===== config.mk =====
export PLATFORM = sky130hd
export DESIGN_NAME = text_console_cursor_engine_unit
export DESIGN_NICKNAME = d
export VERILOG_FILES = /design/src/rtl/core/tcce_pkg.sv /design/src/rtl/core/tcce_cfg.sv /design/src/rtl/core/tcce_front.sv /design/src/rtl/core/tcce_queue.sv /design/src/rtl/core/tcce_back.sv /design/src/rtl/core/text_console_cursor_engine_unit.sv
export SDC_FILE = /design/constraint.sdc
export NUM_CORES = 1
export LEC_CHECK = 0
export BUFFER_PORTS_ARGS = -buffer_cell sky130_fd_sc_hd__buf_2
export CAP_MARGIN = 25
export CORE_UTILIZATION = 51
export DETAILED_ROUTE_END_ITERATION = 10
export PLACE_DENSITY = 0.72
export SYNTH_ARGS = -nofsm -noshare
export SYNTH_HDL_FRONTEND = slang
export SYNTH_SLANG_ARGS = --single-unit

===== constraint.sdc =====
create_clock -name aclk -period 5.95 [get_ports aclk]
set_clock_uncertainty 0.15 [all_clocks]
set_input_delay 0.2975 -clock aclk [delete_from_list [all_inputs] [get_ports aclk]]
set_output_delay 0.2975 -clock aclk [all_outputs]
set_load 0.05 [all_outputs]

===== src/rtl/core/tcce_pkg.sv =====
// Shared types and constants of the text console cursor engine.
// Payload structs, configuration view, job codes and the CGA palette.
// No dependencies.
`default_nettype none

package tcce_pkg;

    // Configuration port geometry and register indexes
    localparam int CFG_INDEX_W = 3;
    localparam int CFG_DATA_W  = 24;

    localparam logic [CFG_INDEX_W-1:0] CFG_GRID_COLUMNS   = 3'd0;
    localparam logic [CFG_INDEX_W-1:0] CFG_GRID_ROWS      = 3'd1;
    localparam logic [CFG_INDEX_W-1:0] CFG_DEFAULT_INK    = 3'd2;
    localparam logic [CFG_INDEX_W-1:0] CFG_DEFAULT_PAPER  = 3'd3;
    localparam logic [CFG_INDEX_W-1:0] CFG_INDEXED_MODE   = 3'd4;

    // Register reset values
    localparam logic [6:0]  RST_GRID_COLUMNS  = 7'd80;
    localparam logic [4:0]  RST_GRID_ROWS     = 5'd25;
    localparam logic [23:0] RST_DEFAULT_INK   = 24'hC0C0C0;
    localparam logic [23:0] RST_DEFAULT_PAPER = 24'h6FA08E;

    // Input operations
    localparam logic [2:0] OP_PUT_CHAR      = 3'd0;
    localparam logic [2:0] OP_SET_ATTR      = 3'd1;
    localparam logic [2:0] OP_SET_CURSOR    = 3'd2;
    localparam logic [2:0] OP_ERASE_LINE    = 3'd3;
    localparam logic [2:0] OP_ERASE_DISPLAY = 3'd4;
    localparam logic [2:0] OP_READ_CURSOR   = 3'd5;

    // Control characters
    localparam logic [7:0] CH_BACKSPACE = 8'd8;
    localparam logic [7:0] CH_TAB       = 8'd9;
    localparam logic [7:0] CH_LINE_FEED = 8'd10;
    localparam logic [7:0] CH_RETURN    = 8'd13;

    // Attribute that restores the default colors
    localparam logic [7:0] ATTR_DEFAULT = 8'h07;

    // Erase modes (the unused code is folded onto ERASE_TO_END)
    localparam logic [1:0] ERASE_TO_END    = 2'd0;
    localparam logic [1:0] ERASE_TO_CURSOR = 2'd1;
    localparam logic [1:0] ERASE_ALL       = 2'd2;

    // Result commands
    localparam logic [1:0] CMD_DRAW   = 2'd0;
    localparam logic [1:0] CMD_SCROLL = 2'd1;
    localparam logic [1:0] CMD_FILL   = 2'd2;
    localparam logic [1:0] CMD_REPORT = 2'd3;

    // 16-entry CGA palette, 0x00RRGGBB
    localparam logic [23:0] PALETTE [16] = '{
        24'h000000, 24'h0000AA, 24'h00AA00, 24'h00AAAA,
        24'hAA0000, 24'hAA00AA, 24'hAA5500, 24'hAAAAAA,
        24'h555555, 24'h5555FF, 24'h55FF55, 24'h55FFFF,
        24'hFF5555, 24'hFF55FF, 24'hFFFF55, 24'hFFFFFF
    };

    // Depth of the job queue between front and back end
    localparam int QUEUE_DEPTH = 2;

    typedef struct packed {
        logic [2:0] operation;
        logic [7:0] char_code;
        logic [7:0] attribute;
        logic [7:0] target_row;
        logic [7:0] target_col;
        logic [1:0] erase_mode;
    } in_t;

    typedef struct packed {
        logic [1:0]  command;
        logic [4:0]  cell_row;
        logic [6:0]  col_first;
        logic [6:0]  col_last;
        logic [7:0]  glyph_code;
        logic [23:0] ink;
        logic [23:0] paper;
        logic        last;
    } out_t;

    // Effective grid and color settings seen by front and back end
    typedef struct packed {
        logic [6:0]  cols;
        logic [6:0]  cols_m1;
        logic [4:0]  rows;
        logic [4:0]  rows_m1;
        logic [23:0] default_ink;
        logic [23:0] default_paper;
        logic        indexed_mode;
    } cfg_t;

    typedef enum logic [3:0] {
        J_NONE,
        J_NEWLINE,
        J_RETURN,
        J_TAB,
        J_BACKSPACE,
        J_GLYPH,
        J_ATTR,
        J_CURSOR,
        J_ERASE_LINE,
        J_ERASE_DISPLAY,
        J_REPORT
    } job_kind_t;

    // One classified word in the job queue
    typedef struct packed {
        job_kind_t   kind;
        logic [7:0]  glyph;
        logic [23:0] ink;
        logic [23:0] paper;
        logic [4:0]  row;
        logic [6:0]  col;
        logic [1:0]  mode;
    } job_t;

endpackage

`default_nettype wire


===== src/rtl/core/tcce_cfg.sv =====
// Configuration registers of the text console cursor engine.
// Holds the five registers and derives the effective grid size.
// Depends on tcce_pkg.
`default_nettype none

module tcce_cfg #(
    parameter int MAX_COLS = 80,
    parameter int MAX_ROWS = 25
) (
    input  logic                             aclk,
    input  logic                             aresetn,
    input  logic                             cfg_wr_en,
    input  logic [tcce_pkg::CFG_INDEX_W-1:0] cfg_wr_index,
    input  logic [tcce_pkg::CFG_DATA_W-1:0]  cfg_wr_data,
    output tcce_pkg::cfg_t                   cfg
);
    import tcce_pkg::*;

    localparam logic [7:0] MaxCols = 8'(MAX_COLS);
    localparam logic [5:0] MaxRows = 6'(MAX_ROWS);

    logic [6:0]  grid_columns_reg;
    logic [4:0]  grid_rows_reg;
    logic [23:0] default_ink_reg;
    logic [23:0] default_paper_reg;
    logic        indexed_mode_reg;
    logic [6:0]  eff_cols;
    logic [4:0]  eff_rows;

    // Write one register per enabled cycle; unknown indexes are dropped
    always_ff @(posedge aclk) begin
        if (!aresetn) begin
            grid_columns_reg  <= RST_GRID_COLUMNS;
            grid_rows_reg     <= RST_GRID_ROWS;
            default_ink_reg   <= RST_DEFAULT_INK;
            default_paper_reg <= RST_DEFAULT_PAPER;
            indexed_mode_reg  <= 1'b0;
        end else if (cfg_wr_en) begin
            unique case (cfg_wr_index)
                CFG_GRID_COLUMNS:  grid_columns_reg  <= cfg_wr_data[6:0];
                CFG_GRID_ROWS:     grid_rows_reg     <= cfg_wr_data[4:0];
                CFG_DEFAULT_INK:   default_ink_reg   <= cfg_wr_data;
                CFG_DEFAULT_PAPER: default_paper_reg <= cfg_wr_data;
                CFG_INDEXED_MODE:  indexed_mode_reg  <= cfg_wr_data[0];
                default: ;
            endcase
        end
    end

    // Clamp the grid: zero acts as one, oversize acts as the maximum
    always_comb begin
        if (grid_columns_reg == 7'd0) begin
            eff_cols = 7'd1;
        end else if ({1'b0, grid_columns_reg} > MaxCols) begin
            eff_cols = MaxCols[6:0];
        end else begin
            eff_cols = grid_columns_reg;
        end
        if (grid_rows_reg == 5'd0) begin
            eff_rows = 5'd1;
        end else if ({1'b0, grid_rows_reg} > MaxRows) begin
            eff_rows = MaxRows[4:0];
        end else begin
            eff_rows = grid_rows_reg;
        end
    end

    assign cfg.cols          = eff_cols;
    assign cfg.cols_m1       = eff_cols - 7'd1;
    assign cfg.rows          = eff_rows;
    assign cfg.rows_m1       = eff_rows - 5'd1;
    assign cfg.default_ink   = default_ink_reg;
    assign cfg.default_paper = default_paper_reg;
    assign cfg.indexed_mode  = indexed_mode_reg;

endmodule

`default_nettype wire


===== src/rtl/core/tcce_front.sv =====
// Front end of the text console cursor engine.
// Accepts input words, classifies them into jobs and resolves colors and clamps.
// Depends on tcce_pkg.
`default_nettype none

module tcce_front (
    input  logic           s_valid,
    output logic           s_ready,
    input  tcce_pkg::in_t  s_data,
    input  tcce_pkg::cfg_t cfg,
    input  logic           q_full,
    output logic           push,
    output tcce_pkg::job_t push_job
);
    import tcce_pkg::*;

    logic      use_default;
    job_kind_t job_kind;

    // Classify the operation and the control characters
    always_comb begin
        job_kind = J_NONE;
        unique case (s_data.operation)
            OP_PUT_CHAR: begin
                unique case (s_data.char_code)
                    CH_LINE_FEED: job_kind = J_NEWLINE;
                    CH_RETURN:    job_kind = J_RETURN;
                    CH_TAB:       job_kind = J_TAB;
                    CH_BACKSPACE: job_kind = J_BACKSPACE;
                    default:      job_kind = J_GLYPH;
                endcase
            end
            OP_SET_ATTR:      job_kind = J_ATTR;
            OP_SET_CURSOR:    job_kind = J_CURSOR;
            OP_ERASE_LINE:    job_kind = J_ERASE_LINE;
            OP_ERASE_DISPLAY: job_kind = J_ERASE_DISPLAY;
            OP_READ_CURSOR:   job_kind = J_REPORT;
            default:          job_kind = J_NONE;
        endcase
    end

    assign push_job.kind = job_kind;

    // Resolve the attribute through the palette or fall back to the defaults
    assign use_default    = (s_data.attribute == ATTR_DEFAULT) || cfg.indexed_mode;
    assign push_job.ink   = use_default ? cfg.default_ink : PALETTE[s_data.attribute[3:0]];
    assign push_job.paper = use_default ? cfg.default_paper
                                        : PALETTE[{1'b0, s_data.attribute[6:4]}];

    // Clamp the requested cursor to the grid
    assign push_job.row = ({3'b000, cfg.rows} <= s_data.target_row) ? cfg.rows_m1
                                                                     : s_data.target_row[4:0];
    assign push_job.col = ({1'b0, cfg.cols} <= s_data.target_col) ? cfg.cols_m1
                                                                   : s_data.target_col[6:0];

    // Fold the unused erase mode onto erase-to-end
    assign push_job.mode  = (s_data.erase_mode == ERASE_TO_CURSOR ||
                             s_data.erase_mode == ERASE_ALL) ? s_data.erase_mode : ERASE_TO_END;
    assign push_job.glyph = s_data.char_code;

    // Accept while the queue has room; drop operations that do nothing
    assign s_ready = !q_full;
    assign push    = s_valid && s_ready && (job_kind != J_NONE);

endmodule

`default_nettype wire


===== src/rtl/core/tcce_queue.sv =====
// Job queue between front and back end of the text console cursor engine.
// Small register FIFO of classified jobs.
// Depends on tcce_pkg.
`default_nettype none

module tcce_queue (
    input  logic           aclk,
    input  logic           aresetn,
    input  logic           push,
    input  tcce_pkg::job_t push_job,
    output logic           full,
    input  logic           pop,
    output logic           q_valid,
    output tcce_pkg::job_t q_job
);
    import tcce_pkg::*;

    localparam int PtrW = (QUEUE_DEPTH > 1) ? $clog2(QUEUE_DEPTH) : 1;
    localparam logic [PtrW-1:0] PtrLast = PtrW'(QUEUE_DEPTH - 1);
    localparam logic [PtrW:0]   CountFull = (PtrW + 1)'(QUEUE_DEPTH);

    job_t            entry_reg [QUEUE_DEPTH];
    logic [PtrW-1:0] wr_ptr_reg, wr_ptr_next;
    logic [PtrW-1:0] rd_ptr_reg, rd_ptr_next;
    logic [PtrW:0]   count_reg, count_next;

    // Advance pointers with wrap and track the fill level
    always_comb begin
        wr_ptr_next = wr_ptr_reg;
        rd_ptr_next = rd_ptr_reg;
        count_next  = count_reg;
        if (push) begin
            wr_ptr_next = (wr_ptr_reg == PtrLast) ? '0 : wr_ptr_reg + 1'b1;
        end
        if (pop) begin
            rd_ptr_next = (rd_ptr_reg == PtrLast) ? '0 : rd_ptr_reg + 1'b1;
        end
        if (push && !pop) begin
            count_next = count_reg + 1'b1;
        end else if (pop && !push) begin
            count_next = count_reg - 1'b1;
        end
    end

    always_ff @(posedge aclk) begin
        if (!aresetn) begin
            wr_ptr_reg <= '0;
            rd_ptr_reg <= '0;
            count_reg  <= '0;
        end else begin
            wr_ptr_reg <= wr_ptr_next;
            rd_ptr_reg <= rd_ptr_next;
            count_reg  <= count_next;
        end
    end

    // Store the pushed word
    always_ff @(posedge aclk) begin
        if (push) begin
            entry_reg[wr_ptr_reg] <= push_job;
        end
    end

    assign full    = (count_reg == CountFull);
    assign q_valid = (count_reg != '0);
    assign q_job   = entry_reg[rd_ptr_reg];

    a_no_overflow: assert property (@(posedge aclk) disable iff (!aresetn)
        push |-> (count_reg != CountFull || pop))
        else $error("job queue pushed while full");

    a_no_underflow: assert property (@(posedge aclk) disable iff (!aresetn)
        pop |-> count_reg != '0)
        else $error("job queue popped while empty");

endmodule

`default_nettype wire


===== src/rtl/core/tcce_back.sv =====
// Back end of the text console cursor engine.
// Keeps cursor and colors, runs each job and drives the registered result port.
// Depends on tcce_pkg.
`default_nettype none

module tcce_back #(
    parameter int TAB_STOP = 8
) (
    input  logic           aclk,
    input  logic           aresetn,
    input  tcce_pkg::cfg_t cfg,
    input  logic           q_valid,
    input  tcce_pkg::job_t q_job,
    output logic           q_pop,
    output logic           m_valid,
    input  logic           m_ready,
    output tcce_pkg::out_t m_data
);
    import tcce_pkg::*;

    // Next tab stop: reciprocal multiply, exact for 7-bit columns and stops up to 16
    localparam int TabShift = 12;
    localparam int TabRecip = ((1 << TabShift) + TAB_STOP - 1) / TAB_STOP;
    localparam int ProdW    = 7 + TabShift + 1;

    typedef enum logic [2:0] {
        S_IDLE   = 3'b001,
        S_SCROLL = 3'b010,
        S_FILL   = 3'b100
    } state_t;

    state_t      state_reg, state_next;
    logic [6:0]  cur_col_reg, cur_col_next;
    logic [4:0]  cur_row_reg, cur_row_next;
    logic [23:0] cur_ink_reg, cur_ink_next;
    logic [23:0] cur_paper_reg, cur_paper_next;
    logic [4:0]  fill_row_reg, fill_row_next;
    logic [4:0]  fill_end_reg, fill_end_next;
    logic [1:0]  fill_mode_reg, fill_mode_next;
    logic        m_valid_reg, m_valid_next;
    out_t        m_data_reg, m_data_next;

    logic             out_free;
    logic [5:0]       row_inc;
    logic             nl_scroll;
    logic [4:0]       nl_row;
    logic [7:0]       col_inc;
    logic             wrap;
    logic             in_grid;
    logic             row_in_grid;
    logic [ProdW-1:0] tab_prod;
    logic [7:0]       tab_q;
    logic [11:0]      tab_next;
    logic             tab_wrap;
    logic             fill_on_cur;
    logic [6:0]       fill_c0, fill_c1;
    out_t             draw_word, scroll_word, report_word, fill_word;

    assign out_free = !m_valid_reg || m_ready;

    // Newline: next row, or stay on the bottom row and scroll
    assign row_inc   = {1'b0, cur_row_reg} + 6'd1;
    assign nl_scroll = (row_inc >= {1'b0, cfg.rows});
    assign nl_row    = nl_scroll ? cfg.rows_m1 : row_inc[4:0];

    // Printable character: draw when inside the grid, advance, wrap at the edge
    assign col_inc     = {1'b0, cur_col_reg} + 8'd1;
    assign wrap        = (col_inc >= {1'b0, cfg.cols});
    assign row_in_grid = (cur_row_reg < cfg.rows);
    assign in_grid     = (cur_col_reg < cfg.cols) && row_in_grid;

    // Tab: (col / TAB_STOP + 1) * TAB_STOP
    assign tab_prod = ProdW'(cur_col_reg) * ProdW'(TabRecip);
    assign tab_q    = tab_prod[ProdW-1:TabShift];
    assign tab_next = (12'(tab_q) + 12'd1) * 12'(TAB_STOP);
    assign tab_wrap = (tab_next >= {5'b00000, cfg.cols});

    // Fill span for the current row of an erase pass
    assign fill_on_cur = (fill_row_reg == cur_row_reg);
    assign fill_c0 = (fill_mode_reg == ERASE_TO_END && fill_on_cur) ? cur_col_reg : 7'd0;
    assign fill_c1 = (fill_mode_reg == ERASE_TO_CURSOR && fill_on_cur &&
                      cur_col_reg < cfg.cols_m1) ? cur_col_reg : cfg.cols_m1;

    // Result words
    always_comb begin
        draw_word            = '0;
        draw_word.command    = CMD_DRAW;
        draw_word.cell_row   = cur_row_reg;
        draw_word.col_first  = cur_col_reg;
        draw_word.glyph_code = q_job.glyph;
        draw_word.ink        = cur_ink_reg;
        draw_word.paper      = cur_paper_reg;
        draw_word.last       = !(wrap && nl_scroll);

        scroll_word          = '0;
        scroll_word.command  = CMD_SCROLL;
        scroll_word.cell_row = cfg.rows_m1;
        scroll_word.col_last = cfg.cols_m1;
        scroll_word.paper    = cfg.default_paper;
        scroll_word.last     = 1'b1;

        report_word           = '0;
        report_word.command   = CMD_REPORT;
        report_word.cell_row  = cur_row_reg;
        report_word.col_first = cur_col_reg;
        report_word.last      = 1'b1;

        fill_word           = '0;
        fill_word.command   = CMD_FILL;
        fill_word.cell_row  = fill_row_reg;
        fill_word.col_first = fill_c0;
        fill_word.col_last  = fill_c1;
        fill_word.paper     = cur_paper_reg;
        fill_word.last      = (fill_row_reg == fill_end_reg);
    end

    // Sequencer: take one job when the result register is free, then finish it
    always_comb begin
        state_next     = state_reg;
        cur_col_next   = cur_col_reg;
        cur_row_next   = cur_row_reg;
        cur_ink_next   = cur_ink_reg;
        cur_paper_next = cur_paper_reg;
        fill_row_next  = fill_row_reg;
        fill_end_next  = fill_end_reg;
        fill_mode_next = fill_mode_reg;
        m_valid_next   = m_valid_reg && !m_ready;
        m_data_next    = m_data_reg;
        q_pop          = 1'b0;

        unique case (state_reg)
            S_IDLE: begin
                if (q_valid && out_free) begin
                    q_pop = 1'b1;
                    unique case (q_job.kind)
                        J_NEWLINE: begin
                            cur_col_next = 7'd0;
                            cur_row_next = nl_row;
                            if (nl_scroll) begin
                                m_valid_next = 1'b1;
                                m_data_next  = scroll_word;
                            end
                        end
                        J_RETURN: begin
                            cur_col_next = 7'd0;
                        end
                        J_TAB: begin
                            if (tab_wrap) begin
                                cur_col_next = 7'd0;
                                cur_row_next = nl_row;
                                if (nl_scroll) begin
                                    m_valid_next = 1'b1;
                                    m_data_next  = scroll_word;
                                end
                            end else begin
                                cur_col_next = tab_next[6:0];
                            end
                        end
                        J_BACKSPACE: begin
                            if (cur_col_reg != 7'd0) begin
                                cur_col_next = cur_col_reg - 7'd1;
                            end
                        end
                        J_GLYPH: begin
                            if (in_grid) begin
                                m_valid_next = 1'b1;
                                m_data_next  = draw_word;
                            end
                            if (wrap) begin
                                cur_col_next = 7'd0;
                                cur_row_next = nl_row;
                                if (nl_scroll) begin
                                    if (in_grid) begin
                                        state_next = S_SCROLL;
                                    end else begin
                                        m_valid_next = 1'b1;
                                        m_data_next  = scroll_word;
                                    end
                                end
                            end else begin
                                cur_col_next = col_inc[6:0];
                            end
                        end
                        J_ATTR: begin
                            cur_ink_next   = q_job.ink;
                            cur_paper_next = q_job.paper;
                        end
                        J_CURSOR: begin
                            cur_col_next = q_job.col;
                            cur_row_next = q_job.row;
                        end
                        J_ERASE_LINE: begin
                            fill_mode_next = q_job.mode;
                            fill_row_next  = cur_row_reg;
                            fill_end_next  = cur_row_reg;
                            if (row_in_grid) begin
                                state_next = S_FILL;
                            end
                        end
                        J_ERASE_DISPLAY: begin
                            fill_mode_next = q_job.mode;
                            if (q_job.mode == ERASE_ALL) begin
                                fill_row_next = 5'd0;
                                fill_end_next = cfg.rows_m1;
                                state_next    = S_FILL;
                            end else if (q_job.mode == ERASE_TO_CURSOR) begin
                                fill_row_next = 5'd0;
                                fill_end_next = row_in_grid ? cur_row_reg : cfg.rows_m1;
                                state_next    = S_FILL;
                            end else begin
                                fill_row_next = cur_row_reg;
                                fill_end_next = cfg.rows_m1;
                                if (row_in_grid) begin
                                    state_next = S_FILL;
                                end
                            end
                        end
                        J_REPORT: begin
                            m_valid_next = 1'b1;
                            m_data_next  = report_word;
                        end
                        default: ;
                    endcase
                end
            end
            S_SCROLL: begin
                // Emit the scroll that follows a wrapping glyph
                if (out_free) begin
                    m_valid_next = 1'b1;
                    m_data_next  = scroll_word;
                    state_next   = S_IDLE;
                end
            end
            S_FILL: begin
                // One row per cycle while the result register is free; drop an empty span
                if (out_free) begin
                    if (fill_c0 <= fill_c1) begin
                        m_valid_next = 1'b1;
                        m_data_next  = fill_word;
                    end
                    if (fill_row_reg == fill_end_reg) begin
                        state_next = S_IDLE;
                    end else begin
                        fill_row_next = fill_row_reg + 5'd1;
                    end
                end
            end
            default: state_next = S_IDLE;
        endcase
    end

    always_ff @(posedge aclk) begin
        if (!aresetn) begin
            state_reg     <= S_IDLE;
            cur_col_reg   <= 7'd0;
            cur_row_reg   <= 5'd0;
            cur_ink_reg   <= RST_DEFAULT_INK;
            cur_paper_reg <= RST_DEFAULT_PAPER;
            m_valid_reg   <= 1'b0;
        end else begin
            state_reg     <= state_next;
            cur_col_reg   <= cur_col_next;
            cur_row_reg   <= cur_row_next;
            cur_ink_reg   <= cur_ink_next;
            cur_paper_reg <= cur_paper_next;
            m_valid_reg   <= m_valid_next;
        end
    end

    // Hold erase-pass bookkeeping and the result payload
    always_ff @(posedge aclk) begin
        fill_row_reg  <= fill_row_next;
        fill_end_reg  <= fill_end_next;
        fill_mode_reg <= fill_mode_next;
        m_data_reg    <= m_data_next;
    end

    assign m_valid = m_valid_reg;
    assign m_data  = m_data_reg;

    a_scroll_after_draw: assert property (@(posedge aclk) disable iff (!aresetn)
        state_reg == S_SCROLL |-> m_valid_reg && m_data_reg.command == CMD_DRAW &&
                                  !m_data_reg.last)
        else $error("pending scroll without its draw word in the result register");

    a_fill_range: assert property (@(posedge aclk) disable iff (!aresetn)
        state_reg == S_FILL |-> fill_row_reg <= fill_end_reg &&
                                fill_end_reg <= cfg.rows_m1)
        else $error("erase pass row outside its range");

    a_fill_span: assert property (@(posedge aclk) disable iff (!aresetn)
        m_valid_reg && m_data_reg.command == CMD_FILL |->
            m_data_reg.col_first <= m_data_reg.col_last)
        else $error("fill word with an empty span");

endmodule

`default_nettype wire


===== src/rtl/core/text_console_cursor_engine_unit.sv =====
// Top level of the text console cursor engine.
// Ties configuration registers, front end, job queue and back end together.
// Depends on tcce_pkg, tcce_cfg, tcce_front, tcce_queue and tcce_back.
`default_nettype none

// Text console cursor engine. Console commands enter on the s_ channel and are
// classified by the front end into a two-word job queue, so input keeps flowing
// until the queue is full while the back end is busy or the result port is
// stalled. The back end owns the cursor and colors and takes one job per cycle
// whenever it is idle and its result register is free. A printable character
// that wraps on the bottom row gives a draw and then a scroll; an erase takes
// its job, then visits each affected row in turn (up to the number of grid
// rows). Set attribute, set cursor and unused operation codes give no result,
// and unused codes are dropped on entry. Each input's final result carries
// last. Write configuration only while the block is idle; reset restores the
// grid to 80 by 25 and the default colors.
module text_console_cursor_engine_unit #(
    parameter int MAX_COLS = 80,
    parameter int MAX_ROWS = 25,
    parameter int TAB_STOP = 8
) (
    input  logic                             aclk,
    input  logic                             aresetn,
    input  logic                             cfg_wr_en,
    input  logic [tcce_pkg::CFG_INDEX_W-1:0] cfg_wr_index,
    input  logic [tcce_pkg::CFG_DATA_W-1:0]  cfg_wr_data,
    input  logic                             s_valid,
    output logic                             s_ready,
    input  tcce_pkg::in_t                    s_data,
    output logic                             m_valid,
    input  logic                             m_ready,
    output tcce_pkg::out_t                   m_data
);
    import tcce_pkg::*;

    cfg_t cfg;
    logic push, q_full, q_pop, q_valid;
    job_t push_job, q_job;

    tcce_cfg #(
        .MAX_COLS (MAX_COLS),
        .MAX_ROWS (MAX_ROWS)
    ) u_cfg (
        .aclk         (aclk),
        .aresetn      (aresetn),
        .cfg_wr_en    (cfg_wr_en),
        .cfg_wr_index (cfg_wr_index),
        .cfg_wr_data  (cfg_wr_data),
        .cfg          (cfg)
    );

    tcce_front u_front (
        .s_valid  (s_valid),
        .s_ready  (s_ready),
        .s_data   (s_data),
        .cfg      (cfg),
        .q_full   (q_full),
        .push     (push),
        .push_job (push_job)
    );

    tcce_queue u_queue (
        .aclk     (aclk),
        .aresetn  (aresetn),
        .push     (push),
        .push_job (push_job),
        .full     (q_full),
        .pop      (q_pop),
        .q_valid  (q_valid),
        .q_job    (q_job)
    );

    tcce_back #(
        .TAB_STOP (TAB_STOP)
    ) u_back (
        .aclk    (aclk),
        .aresetn (aresetn),
        .cfg     (cfg),
        .q_valid (q_valid),
        .q_job   (q_job),
        .q_pop   (q_pop),
        .m_valid (m_valid),
        .m_ready (m_ready),
        .m_data  (m_data)
    );

endmodule

`default_nettype wire


==> flow_metrics.tcl <==
set metrics [dict create \
    path_clk_slew_ns 0.06 \
    gp_routability_congestion 0.915 \
    min_delay_path_depth 4 \
    syn_area_um2 18200 \
    stdcell_area_um2 21200 \
    cts_sinks 368 \
    leakagePower_nw 8.87 \
    die_h_um 191 \
    cp_slowest_stage_delay_ns 0.45 \
    grt_overflow 0 \
    worst_pin_slew_ns 1.08 \
    grt_first_pass_wirelength_um 76200 \
    track_usage 0.270 \
    critPathKind "reg2reg" \
    wirelength_um 49400 \
    numCtsBuffers 39 \
    wl_per_cell_um 20.6 \
    cp-end-kind "flip-flop" \
    worstPathRequired_ns 6.03 \
    drc_errors 0 \
    slew_headroom 0.271 \
    cp-startpoint "u_cfg.grid_columns_reg[5]$_SDFFE_PN0P_" \
    outcome "finished clean" \
    syn-num-nets 1888 \
    num-fill-cells 2870 \
    ant_nets 0 \
    finalMaxSlewViolations 0 \
    multi_input_area_um2 7850 \
    peakVddDrop_mv 0.277 \
    area_delta_synth_final_pct 16.6 \
    drv_cap 0 \
    io_pins 149 \
    r2r_end "u_back.m_data[31]$_DFFE_PP_" \
    p_per_area_nw_per_um2 332 \
    vias_per_cell 5.90 \
    drt_first_pass_iters 5 \
    rr_worst_depth 21 \
    path_cells "o21ai_0 > nand2_1 > ha_1 > ha_1 > a21o_1 > a21oi_1 > o21ai_2 > maj3_2 > a311oi_2 > o211ai_4 > mux2i_1 > ha_1 > a21oi_1 > nor2b_1 > o21ai_0 > o21ai_0 > o22ai_1 > nand2_1 > o21ai_0 > and4_4 > buf_12" \
    vias 14100 \
    crit_fanout 32 \
    io_buffers 148 \
    ff_latch_area_um2 9750 \
    rrSetupSlack_ns 0.37 \
    rows 68 \
    synthFlopType "edfxtp_1" \
    syn-mean-instance-area_um2 10.3 \
    cts_root_buffer "clkbuf_16" \
    ys_types 77 \
    drive_gt1_frac 0.145 \
    placedInstanceArea_um2 19300 \
    htree_levels 2 \
    critPathArrivalTime_ns 5.66 \
    async_reset_ff_frac 0 \
    endpoint "u_back.m_data[31]$_DFFE_PP_" \
    critPathSlowestCell "dfxtp_1" \
    hold_path_class "in2reg" \
    fp.dieArea_um2 36400 \
    syn_inst 1760 \
    synth-seq-cells 368 \
    hold_ws_ns 0.0239 \
    dp.final_hpwl_um 33100 \
    cp-start-kind "flip-flop" \
    fin_nets 2037 \
    fin_crit_sh 0.938 \
    crit_top_cell "o21ai_0" \
    yosys_warnings 0 \
    finalSetupViolations 0 \
    start_util 0.522 \
    holdCritStartpoint "cfg_wr_en" \
    die_x_um 191 \
    rsz0062_at_grt "false" \
    cts_setup_buffers 0 \
    clk_latency_ns 0.55 \
    synth_edf_count 238 \
    rr_startpoint "u_cfg.grid_columns_reg[5]$_SDFFE_PN0P_" \
    cts_tree "built" \
    grt_max_degree 103 \
    seq_area_frac_synth 0.537 \
    hold_viol_final 0 \
    fin_crit_ns 5.58 \
    grt_antenna_before_repair 0 \
    diodes 0 \
    grt_pass1_vias 13900 \
    setup_tns_ns 0 \
    core_um2 34800 \
    drt_iter0_markers 978 \
    max_freq_mhz 179 \
    clk_path_buf_depth 3 \
    largest_register_ffs 148 \
]
## per-layer routing
metal	track usage	share of wire
met1	0.350	0.43
met2	0.459	0.48
met3	0.0377	0.056
met4	0.101	0.032
met5	0	0
## critical path: cells and delay by family (launching register included)
kind                       cells  cell delay (ns)
buffers and inverters          1             0.24
DFF                            1             0.45
adders and majority gates      4             1.44
muxes                          1             0.18
and+or+nand+nor                4             0.74
AOI/OAI and AO/OA             11             2.02
## Yosys cell counts (all sizes together), types with 8 or more instances
library cell | number | share of area
buf | 30 | 0.0072
edfxtp | 238 | 0.39
xor2 | 12 | 0.0058
nor3 | 20 | 0.0055
nand3 | 41 | 0.011
nand2 | 342 | 0.071
or2 | 8 | 0.0028
a221oi | 13 | 0.0070
ha | 59 | 0.041
xnor2 | 23 | 0.011
o211a | 33 | 0.018
nand2b | 11 | 0.0038
a21boi | 38 | 0.016
o21ai | 76 | 0.021
mux2 | 8 | 0.0050
or3 | 11 | 0.0038
a21o | 16 | 0.0066
nor2 | 107 | 0.022
nor2b | 23 | 0.0079
o211ai | 32 | 0.014
a22o | 8 | 0.0039
and2 | 23 | 0.0079
and3 | 8 | 0.0028
clkbuf | 83 | 0.017
a21oi | 91 | 0.025
a22oi | 27 | 0.011
dfxtp | 130 | 0.14
inv | 41 | 0.0085
a211oi | 11 | 0.0045
mux2i | 117 | 0.064
o22ai | 12 | 0.0045
## area by class of cell
cell class              count  area share
repair buffers            221      0.0715
clock inverters            13     0.00692
clock buffers              58      0.0553
flip-flops and latches    368       0.461
multi-input cells        1237       0.371
well taps                 455      0.0269
inverters                  42     0.00745
## timing repair
item / in CTS / in global routing
endpoints found under the setup margin: 0 / 72
endpoints found under the hold margin: 92 / 0
gates resized for setup: 0 / 1
hold buffers: 44 / 0
## where the power goes
| part | total [mW] | internal (mW) | switching (mW) |
|---|---|---|---|
| combinational | 1.37 | 0.476 | 0.890 |
| clock | 2.46 | 1.46 | 1.01 |
| sequential | 3.21 | 3.01 | 0.196 |
## how the worst min path moves through the flow
stage	endpoint	slack [ns]
floorplan	u_queue.entry_reg[0][62]$_DFFE_PP_	0.25
global placement	u_cfg.default_ink_reg[7]$_SDFFE_PN1P_	0.31
detailed placement	u_cfg.default_ink_reg[22]$_SDFFE_PN1P_	0.31
CTS	u_cfg.indexed_mode_reg$_SDFFE_PN0P_	0.0006
global route	u_queue.entry_reg[1][72]$_DFFE_PP_	0.06
finish	u_cfg.indexed_mode_reg$_SDFFE_PN0P_	0.02
## logic make-up after synthesis
family	after synthesis	synth area share
simple gates	621	0.151
mux	125	0.0695
compound gates	396	0.152
xor+xnor	35	0.0169
flops	368	0.537
buf+inv	155	0.0331
fa+ha+maj	60	0.0413
## per-stage QoR
step / total power, mW / setup slack, ns / util / cells
after floorplan: 4.17 / 0.277 / - / 1760
after global placement: 4.54 / 0.391 / 0.554 / 2273
after detailed placement: 4.57 / 0.325 / 0.555 / 2275
after CTS: 7.04 / 0.302 / 0.606 / 2390
after global routing: 7.30 / 0.0126 / 0.608 / 2394
final: 7.04 / 0.372 / 0.608 / 2394
## cell usage in the layout (no fill, tap or decap), types with 5 or more instances in the layout
cell             n
xor2_1          12
nand2b_1        11
clkbuf_1         9
o211a_1         33
and3_1           7
o221ai_1         5
buf_4           22
or3_1           11
a21o_1          16
o211ai_1        31
nand3_1         41
dfxtp_1        128
a22oi_1         27
a221oi_1        11
ha_1            59
a22o_1           8
o22ai_1         11
buf_2          147
nor2_1         106
a211oi_1        11
mux2_2           8
o21ai_0         70
inv_1           40
a21boi_0        38
clkbuf_8         8
o221a_2          5
nor2b_1         23
and2_1          20
nand4_1          6
xnor2_1         23
nand2_1        341
edfxtp_1       238
mux2i_1        117
clkinv_2         5
clkbuf_16       41
or2_2            6
a21oi_1         91
nor3_1          19
dlygate4sd3_1   44
(Power assumes the default switching activity.)
